## src/sv/assert_macros.svh

```systemverilog
// Assertion helpers shared by the RTL. Clock and reset names are fixed by the project.
`ifndef ASSERT_MACROS_SVH
`define ASSERT_MACROS_SVH

// Same-cycle implication.
`define ASSERT_ALWAYS(label, ante, cons) \
   label: assert property (@(posedge clock) disable iff (reset) (ante) |-> (cons)) \
      else $error("assertion failed");

// Next-cycle implication.
`define ASSERT_NEXT(label, ante, cons) \
   label: assert property (@(posedge clock) disable iff (reset) (ante) |=> (cons)) \
      else $error("assertion failed");

`endif

```

## src/sv/tpmo_pkg.sv

```systemverilog
`default_nettype none

package tpmo_pkg;

   // Widths
   localparam int PHASE_BITS     = 32;
   localparam int SAMPLE_BITS    = 16;
   localparam int STEP_BITS      = 32;
   localparam int FRAME_BITS     = 32;
   localparam int AMP_BITS       = 16;
   localparam int MOD_INDEX_BITS = 16;
   localparam int ANGLE_BITS     = 32;
   localparam int MUL_BITS       = 32;
   localparam int PROD_BITS      = 2 * MUL_BITS;
   localparam int CSR_DATA_BITS  = 32;
   localparam int CSR_INDEX_BITS = 2;

   // Fixed-point shifts
   localparam int Q30_SHIFT    = 30;
   localparam int DEV_SHIFT    = 10;
   localparam int SAMPLE_SHIFT = 47 - SAMPLE_BITS;
   localparam int Q30_MAG_BITS = PROD_BITS - Q30_SHIFT;

   localparam logic [PROD_BITS-1:0] SAMPLE_MAX =
      (PROD_BITS'(1) << (SAMPLE_BITS - 1)) - PROD_BITS'(1);

   // Odd sine polynomial coefficients, Q2.30
   localparam logic signed [ANGLE_BITS-1:0] K1 = 32'sd1686629713;
   localparam logic signed [ANGLE_BITS-1:0] K3 = -32'sd693598668;
   localparam logic signed [ANGLE_BITS-1:0] K5 = 32'sd85569306;
   localparam logic signed [ANGLE_BITS-1:0] K7 = -32'sd5026995;
   localparam logic signed [ANGLE_BITS-1:0] K9 = 32'sd172272;

   // Request mode codes
   localparam logic MODE_GENERATE = 1'b0;
   localparam logic MODE_SEEK     = 1'b1;

   typedef enum logic [CSR_INDEX_BITS-1:0] {
      CSR_CARRIER_STEP,
      CSR_MODULATOR_STEP,
      CSR_CARRIER_AMPLITUDE,
      CSR_MOD_INDEX
   } csr_index_type;

endpackage

`default_nettype wire

```

## src/sv/tpmo_req_if.sv

```systemverilog
`default_nettype none

interface tpmo_req_if import tpmo_pkg::*; ();
   logic                  valid;
   logic                  ready;
   logic                  mode;
   logic [FRAME_BITS-1:0] frame_index;

   modport source (output valid, output mode, output frame_index, input ready);
   modport sink   (input valid, input mode, input frame_index, output ready);
endinterface

`default_nettype wire

```

## src/sv/tpmo_rsp_if.sv

```systemverilog
`default_nettype none

interface tpmo_rsp_if import tpmo_pkg::*; ();
   logic                          valid;
   logic                          ready;
   logic signed [SAMPLE_BITS-1:0] sample;
   logic [FRAME_BITS-1:0]         frame_cursor;

   modport source (output valid, output sample, output frame_cursor, input ready);
   modport sink   (input valid, input sample, input frame_cursor, output ready);
endinterface

`default_nettype wire

```

## src/sv/two_operator_phase_mod_oscillator.sv

```systemverilog
`default_nettype none
// Two-operator phase-modulation sine oscillator. Each generate request returns one
// signed Q1.15 sample, amplitude * sin(carrier + mod_index * sin(modulator)), tagged
// with its frame number, then advances both phase accumulators by their step words;
// a seek request sets both phases to frame_index * step and returns nothing. Sine is
// an odd degree-9 polynomial on a folded quarter wave in Q2.30. All products go
// through one registered 32x32 multiplier, each product in an issue and an absorb
// state: a generate needs 14 products, a seek needs 2. A new request is taken only
// once the last is done; a generate is done when its sample enters a free output
// register, where it waits while the next request is worked on. The user must
// write registers through the csr port only while the block is idle; the block
// itself does not enforce this.
`include "assert_macros.svh"

module two_operator_phase_mod_oscillator import tpmo_pkg::*; (
   input  wire logic                      clock,
   input  wire logic                      reset,
   tpmo_req_if.sink                       req_chan,
   tpmo_rsp_if.source                     rsp_chan,
   input  wire logic                      csr_write_enable,
   input  wire logic [CSR_INDEX_BITS-1:0] csr_index,
   input  wire logic [CSR_DATA_BITS-1:0]  csr_write_data
);

   typedef enum logic [1:0] {
      ST_IDLE,
      ST_ISSUE,    // operands on the multiplier
      ST_ABSORB,   // product back, fold it into the datapath
      ST_EMIT      // wait for a free output register
   } state_type;

   // Sequencer steps, one product each.
   typedef enum logic [3:0] {
      SP_Z2,       // z^2
      SP_P7,       // K7 + K9 z^2
      SP_P5,
      SP_P3,
      SP_P1,
      SP_S,        // p * z -> sine
      SP_DEV,      // mod_index * sin(modulator)
      SP_AMP,      // amplitude * sin(carrier)
      SP_SEEK_C,   // frame * carrier_step
      SP_SEEK_M    // frame * modulator_step
   } step_type;

   // Fold an angle in 2^-32 turns onto [-1/4, 1/4] turn, same sine.
   function automatic logic signed [ANGLE_BITS-1:0] fold_angle(
      input logic [ANGLE_BITS-1:0] angle
   );
      logic [ANGLE_BITS-1:0] shifted;
      shifted = angle + ANGLE_BITS'(32'h4000_0000);
      if (shifted[ANGLE_BITS-1]) begin
         return $signed(ANGLE_BITS'(32'h8000_0000) - angle);
      end
      return $signed(angle);
   endfunction

   // Top 32 bits of a phase accumulator.
   function automatic logic [ANGLE_BITS-1:0] top_angle(input logic [PHASE_BITS-1:0] phase);
      logic [PROD_BITS-1:0] wide;
      wide = PROD_BITS'(phase) << (PROD_BITS - PHASE_BITS);
      return wide[PROD_BITS-1 -: ANGLE_BITS];
   endfunction

   function automatic logic [MUL_BITS-1:0] magnitude(input logic signed [ANGLE_BITS-1:0] v);
      return v[ANGLE_BITS-1] ? MUL_BITS'(-v) : MUL_BITS'(v);
   endfunction

   // Control and configuration
   state_type                     state_ff, state_in;
   step_type                      step_ff, step_in;
   logic                          carrier_pass_ff, carrier_pass_in;
   logic [STEP_BITS-1:0]          carrier_step_ff, carrier_step_in;
   logic [STEP_BITS-1:0]          modulator_step_ff, modulator_step_in;
   logic [AMP_BITS-1:0]           carrier_amplitude_ff, carrier_amplitude_in;
   logic [MOD_INDEX_BITS-1:0]     mod_index_ff, mod_index_in;
   logic [PHASE_BITS-1:0]         carrier_phase_ff, carrier_phase_in;
   logic [PHASE_BITS-1:0]         modulator_phase_ff, modulator_phase_in;
   logic [FRAME_BITS-1:0]         frame_counter_ff, frame_counter_in;
   logic                          rsp_valid_ff, rsp_valid_in;

   // Datapath
   logic [FRAME_BITS-1:0]         frame_target_ff, frame_target_in;
   logic signed [ANGLE_BITS-1:0]  z_ff, z_in;
   logic [ANGLE_BITS-1:0]         z2_ff, z2_in;
   logic signed [ANGLE_BITS-1:0]  p_ff, p_in;
   logic signed [ANGLE_BITS-1:0]  s_ff, s_in;
   logic                          neg_ff, neg_in;
   logic [SAMPLE_BITS-1:0]        sample_hold_ff, sample_hold_in;
   logic [SAMPLE_BITS-1:0]        rsp_sample_ff, rsp_sample_in;
   logic [FRAME_BITS-1:0]         rsp_frame_ff, rsp_frame_in;

   // Shared multiplier
   logic [MUL_BITS-1:0]           mul_a;
   logic [MUL_BITS-1:0]           mul_b;
   logic                          mul_neg;
   logic [PROD_BITS-1:0]          product;

   // Product post-processing
   logic [Q30_MAG_BITS-1:0]       q30_mag;
   logic signed [Q30_MAG_BITS:0]  q30_signed;
   logic signed [ANGLE_BITS-1:0]  horner_k;
   logic signed [Q30_MAG_BITS:0]  horner_sum;
   logic [PROD_BITS-1:0]          dev_rounded;
   logic [ANGLE_BITS-1:0]         dev_mag;
   logic [ANGLE_BITS-1:0]         dev_turns;
   logic [ANGLE_BITS-1:0]         carrier_angle;
   logic [PROD_BITS-1:0]          amp_rounded;
   logic [PROD_BITS-1:0]          amp_mag;
   logic [PROD_BITS-1:0]          amp_limit;
   logic [PROD_BITS-1:0]          amp_sat;
   logic [SAMPLE_BITS-1:0]        sample_value;

   logic                          req_fire;
   logic                          rsp_fire;
   logic                          out_free;

   assign req_fire = req_chan.valid && req_chan.ready;
   assign rsp_fire = rsp_chan.valid && rsp_chan.ready;
   assign out_free = !rsp_valid_ff || rsp_chan.ready;

   tpmo_mul u_mul (
      .clock     (clock),
      .operand_a (mul_a),
      .operand_b (mul_b),
      .product   (product)
   );

   // Operand select per step; the sign is tracked beside the multiplier.
   always_comb begin
      mul_a   = magnitude(p_ff);
      mul_b   = z2_ff;
      mul_neg = p_ff[ANGLE_BITS-1];
      case (step_ff)
         SP_Z2: begin
            mul_a   = magnitude(z_ff);
            mul_b   = magnitude(z_ff);
            mul_neg = 1'b0;
         end
         SP_P7: begin
            mul_a   = MUL_BITS'(K9);
            mul_b   = z2_ff;
            mul_neg = 1'b0;
         end
         SP_P5, SP_P3, SP_P1: begin
            mul_a   = magnitude(p_ff);
            mul_b   = z2_ff;
            mul_neg = p_ff[ANGLE_BITS-1];
         end
         SP_S: begin
            mul_a   = magnitude(p_ff);
            mul_b   = magnitude(z_ff);
            mul_neg = p_ff[ANGLE_BITS-1] ^ z_ff[ANGLE_BITS-1];
         end
         SP_DEV: begin
            mul_a   = magnitude(s_ff);
            mul_b   = MUL_BITS'(mod_index_ff);
            mul_neg = s_ff[ANGLE_BITS-1];
         end
         SP_AMP: begin
            mul_a   = magnitude(s_ff);
            mul_b   = MUL_BITS'(carrier_amplitude_ff);
            mul_neg = s_ff[ANGLE_BITS-1];
         end
         SP_SEEK_C: begin
            mul_a   = MUL_BITS'(frame_target_ff);
            mul_b   = MUL_BITS'(carrier_step_ff);
            mul_neg = 1'b0;
         end
         SP_SEEK_M: begin
            mul_a   = MUL_BITS'(frame_target_ff);
            mul_b   = MUL_BITS'(modulator_step_ff);
            mul_neg = 1'b0;
         end
         default: begin
            mul_neg = 1'b0;
         end
      endcase
   end

   // Q30 product, truncated toward zero, plus the Horner coefficient.
   assign q30_mag    = product[PROD_BITS-1:Q30_SHIFT];
   assign q30_signed = neg_ff ? -$signed({1'b0, q30_mag}) : $signed({1'b0, q30_mag});

   always_comb begin
      case (step_ff)
         SP_P7:   horner_k = K7;
         SP_P5:   horner_k = K5;
         SP_P3:   horner_k = K3;
         SP_P1:   horner_k = K1;
         default: horner_k = '0;
      endcase
   end

   assign horner_sum = (Q30_MAG_BITS + 1)'(horner_k) + q30_signed;

   // Deviation: round to 2^-32 turn, ties away from zero, add to carrier angle.
   assign dev_rounded   = product + (PROD_BITS'(1) << (DEV_SHIFT - 1));
   assign dev_mag       = dev_rounded[DEV_SHIFT +: ANGLE_BITS];
   assign dev_turns     = neg_ff ? -dev_mag : dev_mag;
   assign carrier_angle = top_angle(carrier_phase_ff) + dev_turns;

   // Output sample: round, then saturate on the magnitude.
   assign amp_rounded  = product + (PROD_BITS'(1) << (SAMPLE_SHIFT - 1));
   assign amp_mag      = amp_rounded >> SAMPLE_SHIFT;
   assign amp_limit    = neg_ff ? SAMPLE_MAX + PROD_BITS'(1) : SAMPLE_MAX;
   assign amp_sat      = (amp_mag > amp_limit) ? amp_limit : amp_mag;
   assign sample_value = neg_ff ? SAMPLE_BITS'(-amp_sat) : SAMPLE_BITS'(amp_sat);

   always_comb begin
      state_in             = state_ff;
      step_in              = step_ff;
      carrier_pass_in      = carrier_pass_ff;
      carrier_step_in      = carrier_step_ff;
      modulator_step_in    = modulator_step_ff;
      carrier_amplitude_in = carrier_amplitude_ff;
      mod_index_in         = mod_index_ff;
      carrier_phase_in     = carrier_phase_ff;
      modulator_phase_in   = modulator_phase_ff;
      frame_counter_in     = frame_counter_ff;
      rsp_valid_in         = rsp_valid_ff && !rsp_fire;
      frame_target_in      = frame_target_ff;
      z_in                 = z_ff;
      z2_in                = z2_ff;
      p_in                 = p_ff;
      s_in                 = s_ff;
      neg_in               = neg_ff;
      sample_hold_in       = sample_hold_ff;
      rsp_sample_in        = rsp_sample_ff;
      rsp_frame_in         = rsp_frame_ff;

      if (csr_write_enable) begin
         case (csr_index_type'(csr_index))
            CSR_CARRIER_STEP:      carrier_step_in      = csr_write_data[STEP_BITS-1:0];
            CSR_MODULATOR_STEP:    modulator_step_in    = csr_write_data[STEP_BITS-1:0];
            CSR_CARRIER_AMPLITUDE: carrier_amplitude_in = csr_write_data[AMP_BITS-1:0];
            CSR_MOD_INDEX:         mod_index_in         = csr_write_data[MOD_INDEX_BITS-1:0];
            default: ;
         endcase
      end

      case (state_ff)
         ST_IDLE: begin
            if (req_fire) begin
               frame_target_in = req_chan.frame_index;
               carrier_pass_in = 1'b0;
               z_in            = fold_angle(top_angle(modulator_phase_ff));
               step_in         = (req_chan.mode == MODE_SEEK) ? SP_SEEK_C : SP_Z2;
               state_in        = ST_ISSUE;
            end
         end
         ST_ISSUE: begin
            neg_in   = mul_neg;
            state_in = ST_ABSORB;
         end
         ST_ABSORB: begin
            state_in = ST_ISSUE;
            case (step_ff)
               SP_Z2: begin
                  z2_in   = ANGLE_BITS'(q30_mag);
                  step_in = SP_P7;
               end
               SP_P7: begin
                  p_in    = ANGLE_BITS'(horner_sum);
                  step_in = SP_P5;
               end
               SP_P5: begin
                  p_in    = ANGLE_BITS'(horner_sum);
                  step_in = SP_P3;
               end
               SP_P3: begin
                  p_in    = ANGLE_BITS'(horner_sum);
                  step_in = SP_P1;
               end
               SP_P1: begin
                  p_in    = ANGLE_BITS'(horner_sum);
                  step_in = SP_S;
               end
               SP_S: begin
                  s_in    = ANGLE_BITS'(q30_signed);
                  step_in = carrier_pass_ff ? SP_AMP : SP_DEV;
               end
               SP_DEV: begin
                  // second sine pass on the modulated carrier angle
                  z_in            = fold_angle(carrier_angle);
                  carrier_pass_in = 1'b1;
                  step_in         = SP_Z2;
               end
               SP_AMP: begin
                  sample_hold_in = sample_value;
                  state_in       = ST_EMIT;
               end
               SP_SEEK_C: begin
                  carrier_phase_in = product[PHASE_BITS-1:0];
                  step_in          = SP_SEEK_M;
               end
               SP_SEEK_M: begin
                  modulator_phase_in = product[PHASE_BITS-1:0];
                  frame_counter_in   = frame_target_ff;
                  state_in           = ST_IDLE;
               end
               default: begin
                  state_in = ST_IDLE;
               end
            endcase
         end
         ST_EMIT: begin
            if (out_free) begin
               rsp_sample_in      = sample_hold_ff;
               rsp_frame_in       = frame_counter_ff;
               rsp_valid_in       = 1'b1;
               carrier_phase_in   = carrier_phase_ff + PHASE_BITS'(carrier_step_ff);
               modulator_phase_in = modulator_phase_ff + PHASE_BITS'(modulator_step_ff);
               frame_counter_in   = frame_counter_ff + FRAME_BITS'(1);
               state_in           = ST_IDLE;
            end
         end
         default: begin
            state_in = ST_IDLE;
         end
      endcase
   end

   always_ff @(posedge clock) begin
      if (reset) begin
         state_ff             <= ST_IDLE;
         step_ff              <= SP_Z2;
         carrier_pass_ff      <= 1'b0;
         carrier_step_ff      <= '0;
         modulator_step_ff    <= '0;
         carrier_amplitude_ff <= '0;
         mod_index_ff         <= '0;
         carrier_phase_ff     <= '0;
         modulator_phase_ff   <= '0;
         frame_counter_ff     <= '0;
         rsp_valid_ff         <= 1'b0;
      end else begin
         state_ff             <= state_in;
         step_ff              <= step_in;
         carrier_pass_ff      <= carrier_pass_in;
         carrier_step_ff      <= carrier_step_in;
         modulator_step_ff    <= modulator_step_in;
         carrier_amplitude_ff <= carrier_amplitude_in;
         mod_index_ff         <= mod_index_in;
         carrier_phase_ff     <= carrier_phase_in;
         modulator_phase_ff   <= modulator_phase_in;
         frame_counter_ff     <= frame_counter_in;
         rsp_valid_ff         <= rsp_valid_in;
      end
      frame_target_ff <= frame_target_in;
      z_ff            <= z_in;
      z2_ff           <= z2_in;
      p_ff            <= p_in;
      s_ff            <= s_in;
      neg_ff          <= neg_in;
      sample_hold_ff  <= sample_hold_in;
      rsp_sample_ff   <= rsp_sample_in;
      rsp_frame_ff    <= rsp_frame_in;
   end

   assign req_chan.ready        = (state_ff == ST_IDLE);
   assign rsp_chan.valid        = rsp_valid_ff;
   assign rsp_chan.sample       = $signed(rsp_sample_ff);
   assign rsp_chan.frame_cursor = rsp_frame_ff;

   // A request transfer always starts the sequencer.
   `ASSERT_NEXT(a_busy_after_accept, req_fire, state_ff != ST_IDLE)
   // Deviation belongs to the modulator pass, gain to the carrier pass.
   `ASSERT_ALWAYS(a_dev_first_pass, state_ff == ST_ABSORB && step_ff == SP_DEV, !carrier_pass_ff)
   `ASSERT_ALWAYS(a_amp_second_pass, state_ff == ST_ABSORB && step_ff == SP_AMP, carrier_pass_ff)
   // A sample leaving the sequencer lands in the output register.
   `ASSERT_NEXT(a_emit_fills_slot, state_ff == ST_EMIT && out_free,
                rsp_valid_ff && state_ff == ST_IDLE)

endmodule

`default_nettype wire

```

## src/sv/tpmo_mul.sv

```systemverilog
`default_nettype none

// Shared unsigned multiplier, product registered.
module tpmo_mul import tpmo_pkg::*; (
   input  wire logic                 clock,
   input  wire logic [MUL_BITS-1:0]  operand_a,
   input  wire logic [MUL_BITS-1:0]  operand_b,
   output logic      [PROD_BITS-1:0] product
);

   logic [PROD_BITS-1:0] product_ff;
   logic [PROD_BITS-1:0] product_in;

   assign product_in = PROD_BITS'(operand_a) * PROD_BITS'(operand_b);

   always_ff @(posedge clock) begin
      product_ff <= product_in;
   end

   assign product = product_ff;

endmodule

`default_nettype wire

```

## src/flat_wrapper.sv

```systemverilog
// flat-port wrapper written by rule: the top's interface ports become plain ports
module two_operator_phase_mod_oscillator_flat import tpmo_pkg::*;
  (clock, reset, csr_write_enable, csr_index, csr_write_data, req_chan_valid, req_chan_mode, req_chan_frame_index, req_chan_ready, rsp_chan_valid, rsp_chan_sample, rsp_chan_frame_cursor, rsp_chan_ready);
  tpmo_req_if req_chan_i ();
  tpmo_rsp_if rsp_chan_i ();
  input  wire logic clock;
  input  wire logic reset;
  input  wire logic csr_write_enable;
  input  wire logic [CSR_INDEX_BITS-1:0] csr_index;
  input  wire logic [CSR_DATA_BITS-1:0] csr_write_data;
  input wire logic [$bits(req_chan_i.valid)-1:0] req_chan_valid;
  input wire logic [$bits(req_chan_i.mode)-1:0] req_chan_mode;
  input wire logic [$bits(req_chan_i.frame_index)-1:0] req_chan_frame_index;
  output wire logic [$bits(req_chan_i.ready)-1:0] req_chan_ready;
  output wire logic [$bits(rsp_chan_i.valid)-1:0] rsp_chan_valid;
  output wire logic [$bits(rsp_chan_i.sample)-1:0] rsp_chan_sample;
  output wire logic [$bits(rsp_chan_i.frame_cursor)-1:0] rsp_chan_frame_cursor;
  input wire logic [$bits(rsp_chan_i.ready)-1:0] rsp_chan_ready;
  assign req_chan_i.valid = req_chan_valid;
  assign req_chan_i.mode = req_chan_mode;
  assign req_chan_i.frame_index = req_chan_frame_index;
  assign req_chan_ready = req_chan_i.ready;
  assign rsp_chan_valid = rsp_chan_i.valid;
  assign rsp_chan_sample = rsp_chan_i.sample;
  assign rsp_chan_frame_cursor = rsp_chan_i.frame_cursor;
  assign rsp_chan_i.ready = rsp_chan_ready;
  two_operator_phase_mod_oscillator u_core (.clock(clock), .reset(reset), .req_chan(req_chan_i), .rsp_chan(rsp_chan_i), .csr_write_enable(csr_write_enable), .csr_index(csr_index), .csr_write_data(csr_write_data));
endmodule
```

## config.mk

```make
export PLATFORM = sky130hd
export DESIGN_NAME = two_operator_phase_mod_oscillator_flat
export DESIGN_NICKNAME = d
export VERILOG_FILES = /design/src/sv/tpmo_pkg.sv /design/src/sv/tpmo_req_if.sv /design/src/sv/tpmo_rsp_if.sv /design/src/sv/two_operator_phase_mod_oscillator.sv /design/src/sv/tpmo_mul.sv /design/src/flat_wrapper.sv
export VERILOG_INCLUDE_DIRS = /design/src /design/src/sv
export SDC_FILE = /design/constraint.sdc
export NUM_CORES = 2
export LEC_CHECK = 0
export BUFFER_PORTS_ARGS = -buffer_cell sky130_fd_sc_hd__buf_2
export CORE_ASPECT_RATIO = 2
export CORE_MARGIN = 4
export CORE_UTILIZATION = 45
export DETAILED_ROUTE_END_ITERATION = 10
export GPL_TIMING_DRIVEN = 0
export PLACE_DENSITY = 0.6
export SYNTH_ARGS = -nofsm -noshare
export SYNTH_HDL_FRONTEND = slang
export SYNTH_SLANG_ARGS = --single-unit
```

## constraint.sdc

```tcl
create_clock -name clock -period 24.7 [get_ports clock]
set_clock_uncertainty 0.1 [all_clocks]
set_input_delay 4.94 -clock clock [delete_from_list [all_inputs] [get_ports clock]]
set_output_delay 4.94 -clock clock [all_outputs]
set_load 0.01 [all_outputs]
```

==> results of run 1 <==
==> per-layer routing <==
metal	track usage (%)	overflow
met2	81.6	67
met1	46.9	0
met3	21.6	0
met4	62.0	52
met5	2.07	0
==> cell families after synthesis <==
kind of cell	Yosys count
buffers and inverters	1381
and+or+nand+nor	2458
xor gates and xnor gates	430
DFF	489
AOI/OAI and AO/OA	1243
adders and majority gates	1311
muxes	54
==> metrics by stage <==
stage / hold WS [ns] / utilization (%)
after floorplan: 0.300 / -
after global placement: 0.302 / 47.3
after detailed placement: 0.306 / 47.6
after CTS: 0.307 / 48.7
==> synthesized netlist by cell type, types with 78 or more instances <==
cell | instances | area, um^2
inv_1 | 988 | 3710
nor2_1 | 971 | 3640
fa_1 | 900 | 18000
nand2_1 | 838 | 3150
ha_1 | 411 | 5140
a21oi_1 | 388 | 1940
clkbuf_1 | 339 | 1270
dfxtp_1 | 264 | 5290
o21ai_0 | 251 | 1260
xnor2_1 | 230 | 2010
edfxtp_1 | 225 | 6760
xor2_1 | 197 | 1730
nand2b_1 | 131 | 820
nand3_1 | 97 | 485
nor3_1 | 86 | 430
a21o_1 | 78 | 586
==> summary.md, run 1 <==
| Metric | Value |
|---|---|
| Status | stopped before the end |
| Failed at | 5_1_grt |
| Stop err | [ERROR GRT-0116] Global routing finished with congestion. Check the congestion regions in the DRC Viewer. |
| Setup repair bufs after CTS | 0 |
| Vias in the first global route | roughly 66,000 |
| Max Root-Sink Buffers | 3 |
| All-Layer GR Usage | between 50% and 60% |
| Largest net degree at the start of global routing | 33 |
| Grt ovf | about 120 |
| Mux cell area share after synthesis | less than 1% |
| # resized after CTS | 0 |
| Die height | ~540 um |
| Cells after synthesis | approximately 7,400 |
| CTS HTree Levels | 2 |
| Post-Synth XOR/XNOR Area | just under 6% |
| Synth async-reset ratio | 0% |
| Complex-gate fraction of the synthesized area | about 13% |
| First-pass GRT wire length | 541 mm |
| CTS Sinks | ~500 |
| Syn nets | 8,749 |
| Placed cell count | ~9,400 |
| FF+latch count, synth | about 490 |
| Synth Area in Adders | between 30% and 40% |
| Placement Rows | between 150 and 200 |
| Post-DP HPWL | 296 mm |
| Hold buffer count at cts | 0 |
| Synth warn | 0 |
| Register area share after synthesis | 18.9% |
| Post-Place Worst Slack | around 10 ns |
| CTS root buffer | clkbuf_16 |
| TritonCTS buffer count | 46 |
| # IOs | ~120 |
| Die X | roughly 270 um |
| Avg Inst Size Synth | a little under 9 um^2 |
| Largest family of logic cells by synthesized area | adder cells |
| Ys flop type | dfxtp_1 |
| Library cells used by synthesis | 95 |
| Placer Congestion | about 1.2 |
| Synth Area in Simple Gates | between 10% and 20% |
| DP Area | 0.0671 mm^2 |
| Number of synthesized flops with an enable pin | around 230 |
| Mapped Area | 0.0637 mm^2 |
| Initial Utilization | a little under half |
| Number of I/O port buffers | about 120 |
==> run 2, diff against run 1 <==
--- a/config.mk
+++ b/config.mk
@@ -7,12 +7,11 @@
 export NUM_CORES = 2
 export LEC_CHECK = 0
 export BUFFER_PORTS_ARGS = -buffer_cell sky130_fd_sc_hd__buf_2
-export CORE_ASPECT_RATIO = 2
 export CORE_MARGIN = 4
-export CORE_UTILIZATION = 45
+export CORE_UTILIZATION = 30
 export DETAILED_ROUTE_END_ITERATION = 10
 export GPL_TIMING_DRIVEN = 0
-export PLACE_DENSITY = 0.6
+export PLACE_DENSITY_LB_ADDON = 0.15
 export SYNTH_ARGS = -nofsm -noshare
 export SYNTH_HDL_FRONTEND = slang
 export SYNTH_SLANG_ARGS = --single-unit
==> run 2 against run 1 <==
Synthesized cell count did not move. Synthesized area is the same. The flow now finishes, with violations (capacitance limit, slew limit).
==> summary.md, run 2 <==
| Metric | Value |
|---|---|
| Status | finished with violations |
| Failing checks | capacitance limit, slew limit |
| Core box area | about 0.21 mm^2 |
| Worst Path Required | ~25 ns |
| Flip-flop count of the largest register after layout | 64 |
| Number of I/O port buffers | 121 (unchanged) |
| CTS HTree Levels | 2 (unchanged) |
| DRC viols | 0 |
| Avg Inst Size Synth | 8.64 um^2 (unchanged) |
| 1st-pass router iterations | 8 |
| Commonest non-fill, non-tap cell in the layout | inv_1 |
| Worst hold path startpoint | u_core.sample_hold_ff[14] |
| Ys flop type | dfxtp_1 |
| Reg-to-reg startpoint | u_core.step_ff[0] |
| Count leader, synth | inv_1 |
| Final Non-Filler Cells | between 10,000 and 15,000 |
| Max Root-Sink Buffers | 3 (unchanged) |
| Max Clk Rate | between 60 and 70 MHz |
| Die height | 469 um (-13%) |
| Antenna violations before repair | 31 |
| Tcrit/Tclk final | between 60 and 70% |
| Setup repair bufs after CTS | 0 (unchanged) |
| Final net count | about 9,000 |
| Worst-Margin Slew | about 1.5 ns |
| Placement Rows | 168 (-14%) |
| Final setup vio count | 0 |
| Share of cells above drive strength 1 | 4.89% |
| Fin util | around a third |
| Clock transition at path regs | approximately 0.07 ns |
| Grt ovf | 0 |
| Vias in the first global route | between 50,000 and 60,000 |
| Placer Congestion | 0.992 (-14%) |
| TritonCTS buffer count | 54 (+17%) |
| Largest cells by area after synthesis | fa_1 (28%), edfxtp_1 (11%), dfxtp_1 (8.3%) |
| Hold Crit Class | flip-flop to flip-flop |
| CP arrival | approximately 15 ns |
| Layout Area Growth over Synthesis | 10.5% |
| Worst-Skew Late Latency | between 0.6 and 0.7 ns |
| CP Class | flip-flop to flip-flop |
| DRT iter0 DRCs | ~6,000 |
| Register area share after synthesis | 18.9% (unchanged) |
| Area share of the largest cell type after synthesis | 28.3% (unchanged) |
| Final antenna-violating net count | 0 |
| Cells after synthesis | 7,366 (unchanged) |
| Routed WL | between 300 and 400 mm |
| CTS Sinks | 489 (unchanged) |
| Worst r2r dst | u_core.u_mul.product[60] |
| Slowest CP cell | nor3_1 |
| Element type at the critical path end | flip-flop |
| Maxcap violations | 5 |
| Delay of the slowest critical-path stage | about 1.4 ns |
| Commonest non-fill, non-tap cells in the layout | inv_1 (988), nor2_1 (967), fa_1 (900) |
| First-pass GRT wire length | roughly 430 mm |
| Critical Path Fanout Max | 10 |
| Commonest cells in the netlist | inv_1 (988), nor2_1 (971), fa_1 (900), nand2_1 (838), ha_1 (411) |
| Crit path launch type | flip-flop |
| Hold endpoint | u_core.rsp_chan.sample[14] |
| Mapped Area | 0.0637 mm^2 (unchanged) |
| R2R depth | 35 |
| Most used cell, CP | fa_1 |
| CTS tree | built |
| Max-slew violation count | 22 |
| Number of synthesized flops with an enable pin | 225 (unchanged) |
| # resized after CTS | 0 (unchanged) |
| Post-DP HPWL | 256 mm (-13%) |
| FF+latch count, synth | 489 (unchanged) |
| Area leader, netlist | fa_1 |
| Vias | 56,500 |
| Hold Crit Depth | 0 |
| Vias/cell | roughly 5.4 |
| Die area | around 0.22 mm^2 |
| # IOs | 122 (unchanged) |
| All-Layer GR Usage | between 20 and 30% |
| Die X | 469 um (+71%) |
| Synth warn | 0 (unchanged) |
| Setup TNS | 0 ns |
| Final Hold Fails | 0 |
| Initial Utilization | 30.3% (-15 points) |
| CTS root buffer | clkbuf_16 |
| RSZ-0062 raised after global routing | no |
| Syn nets | 8,749 (unchanged) |
| Largest net degree at the start of global routing | 33 |
| Library cells used by synthesis | 95 (unchanged) |
| R2R Setup Slk | 9.64 ns |
| Synth async-reset ratio | 0% (unchanged) |
| Wire length per cell | approximately 30 um |
| Placed cell count | 10,300 (+10%) |
| Hold buffer count at cts | 0 (unchanged) |
| Final worst path period need | between 15 and 20 ns |
| Slew margin rel. | -1.54% |
[run 2: layout make-up]
type                    instances  area (um^2)
diodes                          9         22.5
plain buffers                 392         1520
clock buffers                  69         1430
clock inverters                33          437
fillers                     22300       140000
inverters                     989         3710
multi-input cells            5496        46600
flip-flops and latches        489        12000
well taps                    2805         3510
repair buffers                154         1080
[run 2: cell families after synthesis]
group	share of synthesized area (%)
compound gates	12.7
mux	0.859
xor+xnor	5.97
fa+ha+maj	36.4
buf+inv	8.22
simple gates	17.0
flops	18.9
[run 2: worst max path at each step]
stage	from	cells after the start	slack, ns	endpoint
global placement	u_core.p_ff[4]	33	8.59	u_core.u_mul.product[60]
finish	u_core.step_ff[0]	35	9.64	u_core.u_mul.product[60]
CTS	u_core.step_ff[0]	35	10.16	u_core.u_mul.product[60]
global route	u_core.step_ff[0]	35	9.50	u_core.u_mul.product[60]
detailed placement	u_core.step_ff[1]	36	10.18	u_core.u_mul.product[60]
floorplan	u_core.p_ff[4]	34	14.59	u_core.u_mul.product[60]
[run 2: through the flow]
step	hold slack [ns]	cell area (um^2)	worst slack [ns]
2_1_floorplan	0.300	63700	14.59
3_3_place_gp	0.309	67800	8.59
3_5_place_dp	0.307	68400	10.18
4_1_cts	0.321	70300	10.16
5_1_grt	0.322	70300	9.50
6_report	0.320	70300	9.64
[run 2: critical path: cells and delay by family (launching register included)]
| kind | cells | cell delay, ns |
|---|---|---|
| compound gates | 9 | 4.39 |
| fa+ha+maj | 9 | 4.34 |
| simple gates | 7 | 2.59 |
| flops | 1 | 0.31 |
| xor+xnor | 1 | 0.15 |
| buf+inv | 9 | 3.03 |
[run 2: metal layers]
metal	GRT usage, %	vias to the layer above	part of all wire, %
li1	-	24500	-
met1	38.2	28900	43
met2	41.9	2596	43
met3	4.99	553	8.5
met4	12.6	20	5.6
met5	0	-	0.041
Power of run 2 is left out: the tool's default activity adds up to more than one toggle a clock period on the data nets, which glitch-free logic cannot reach.
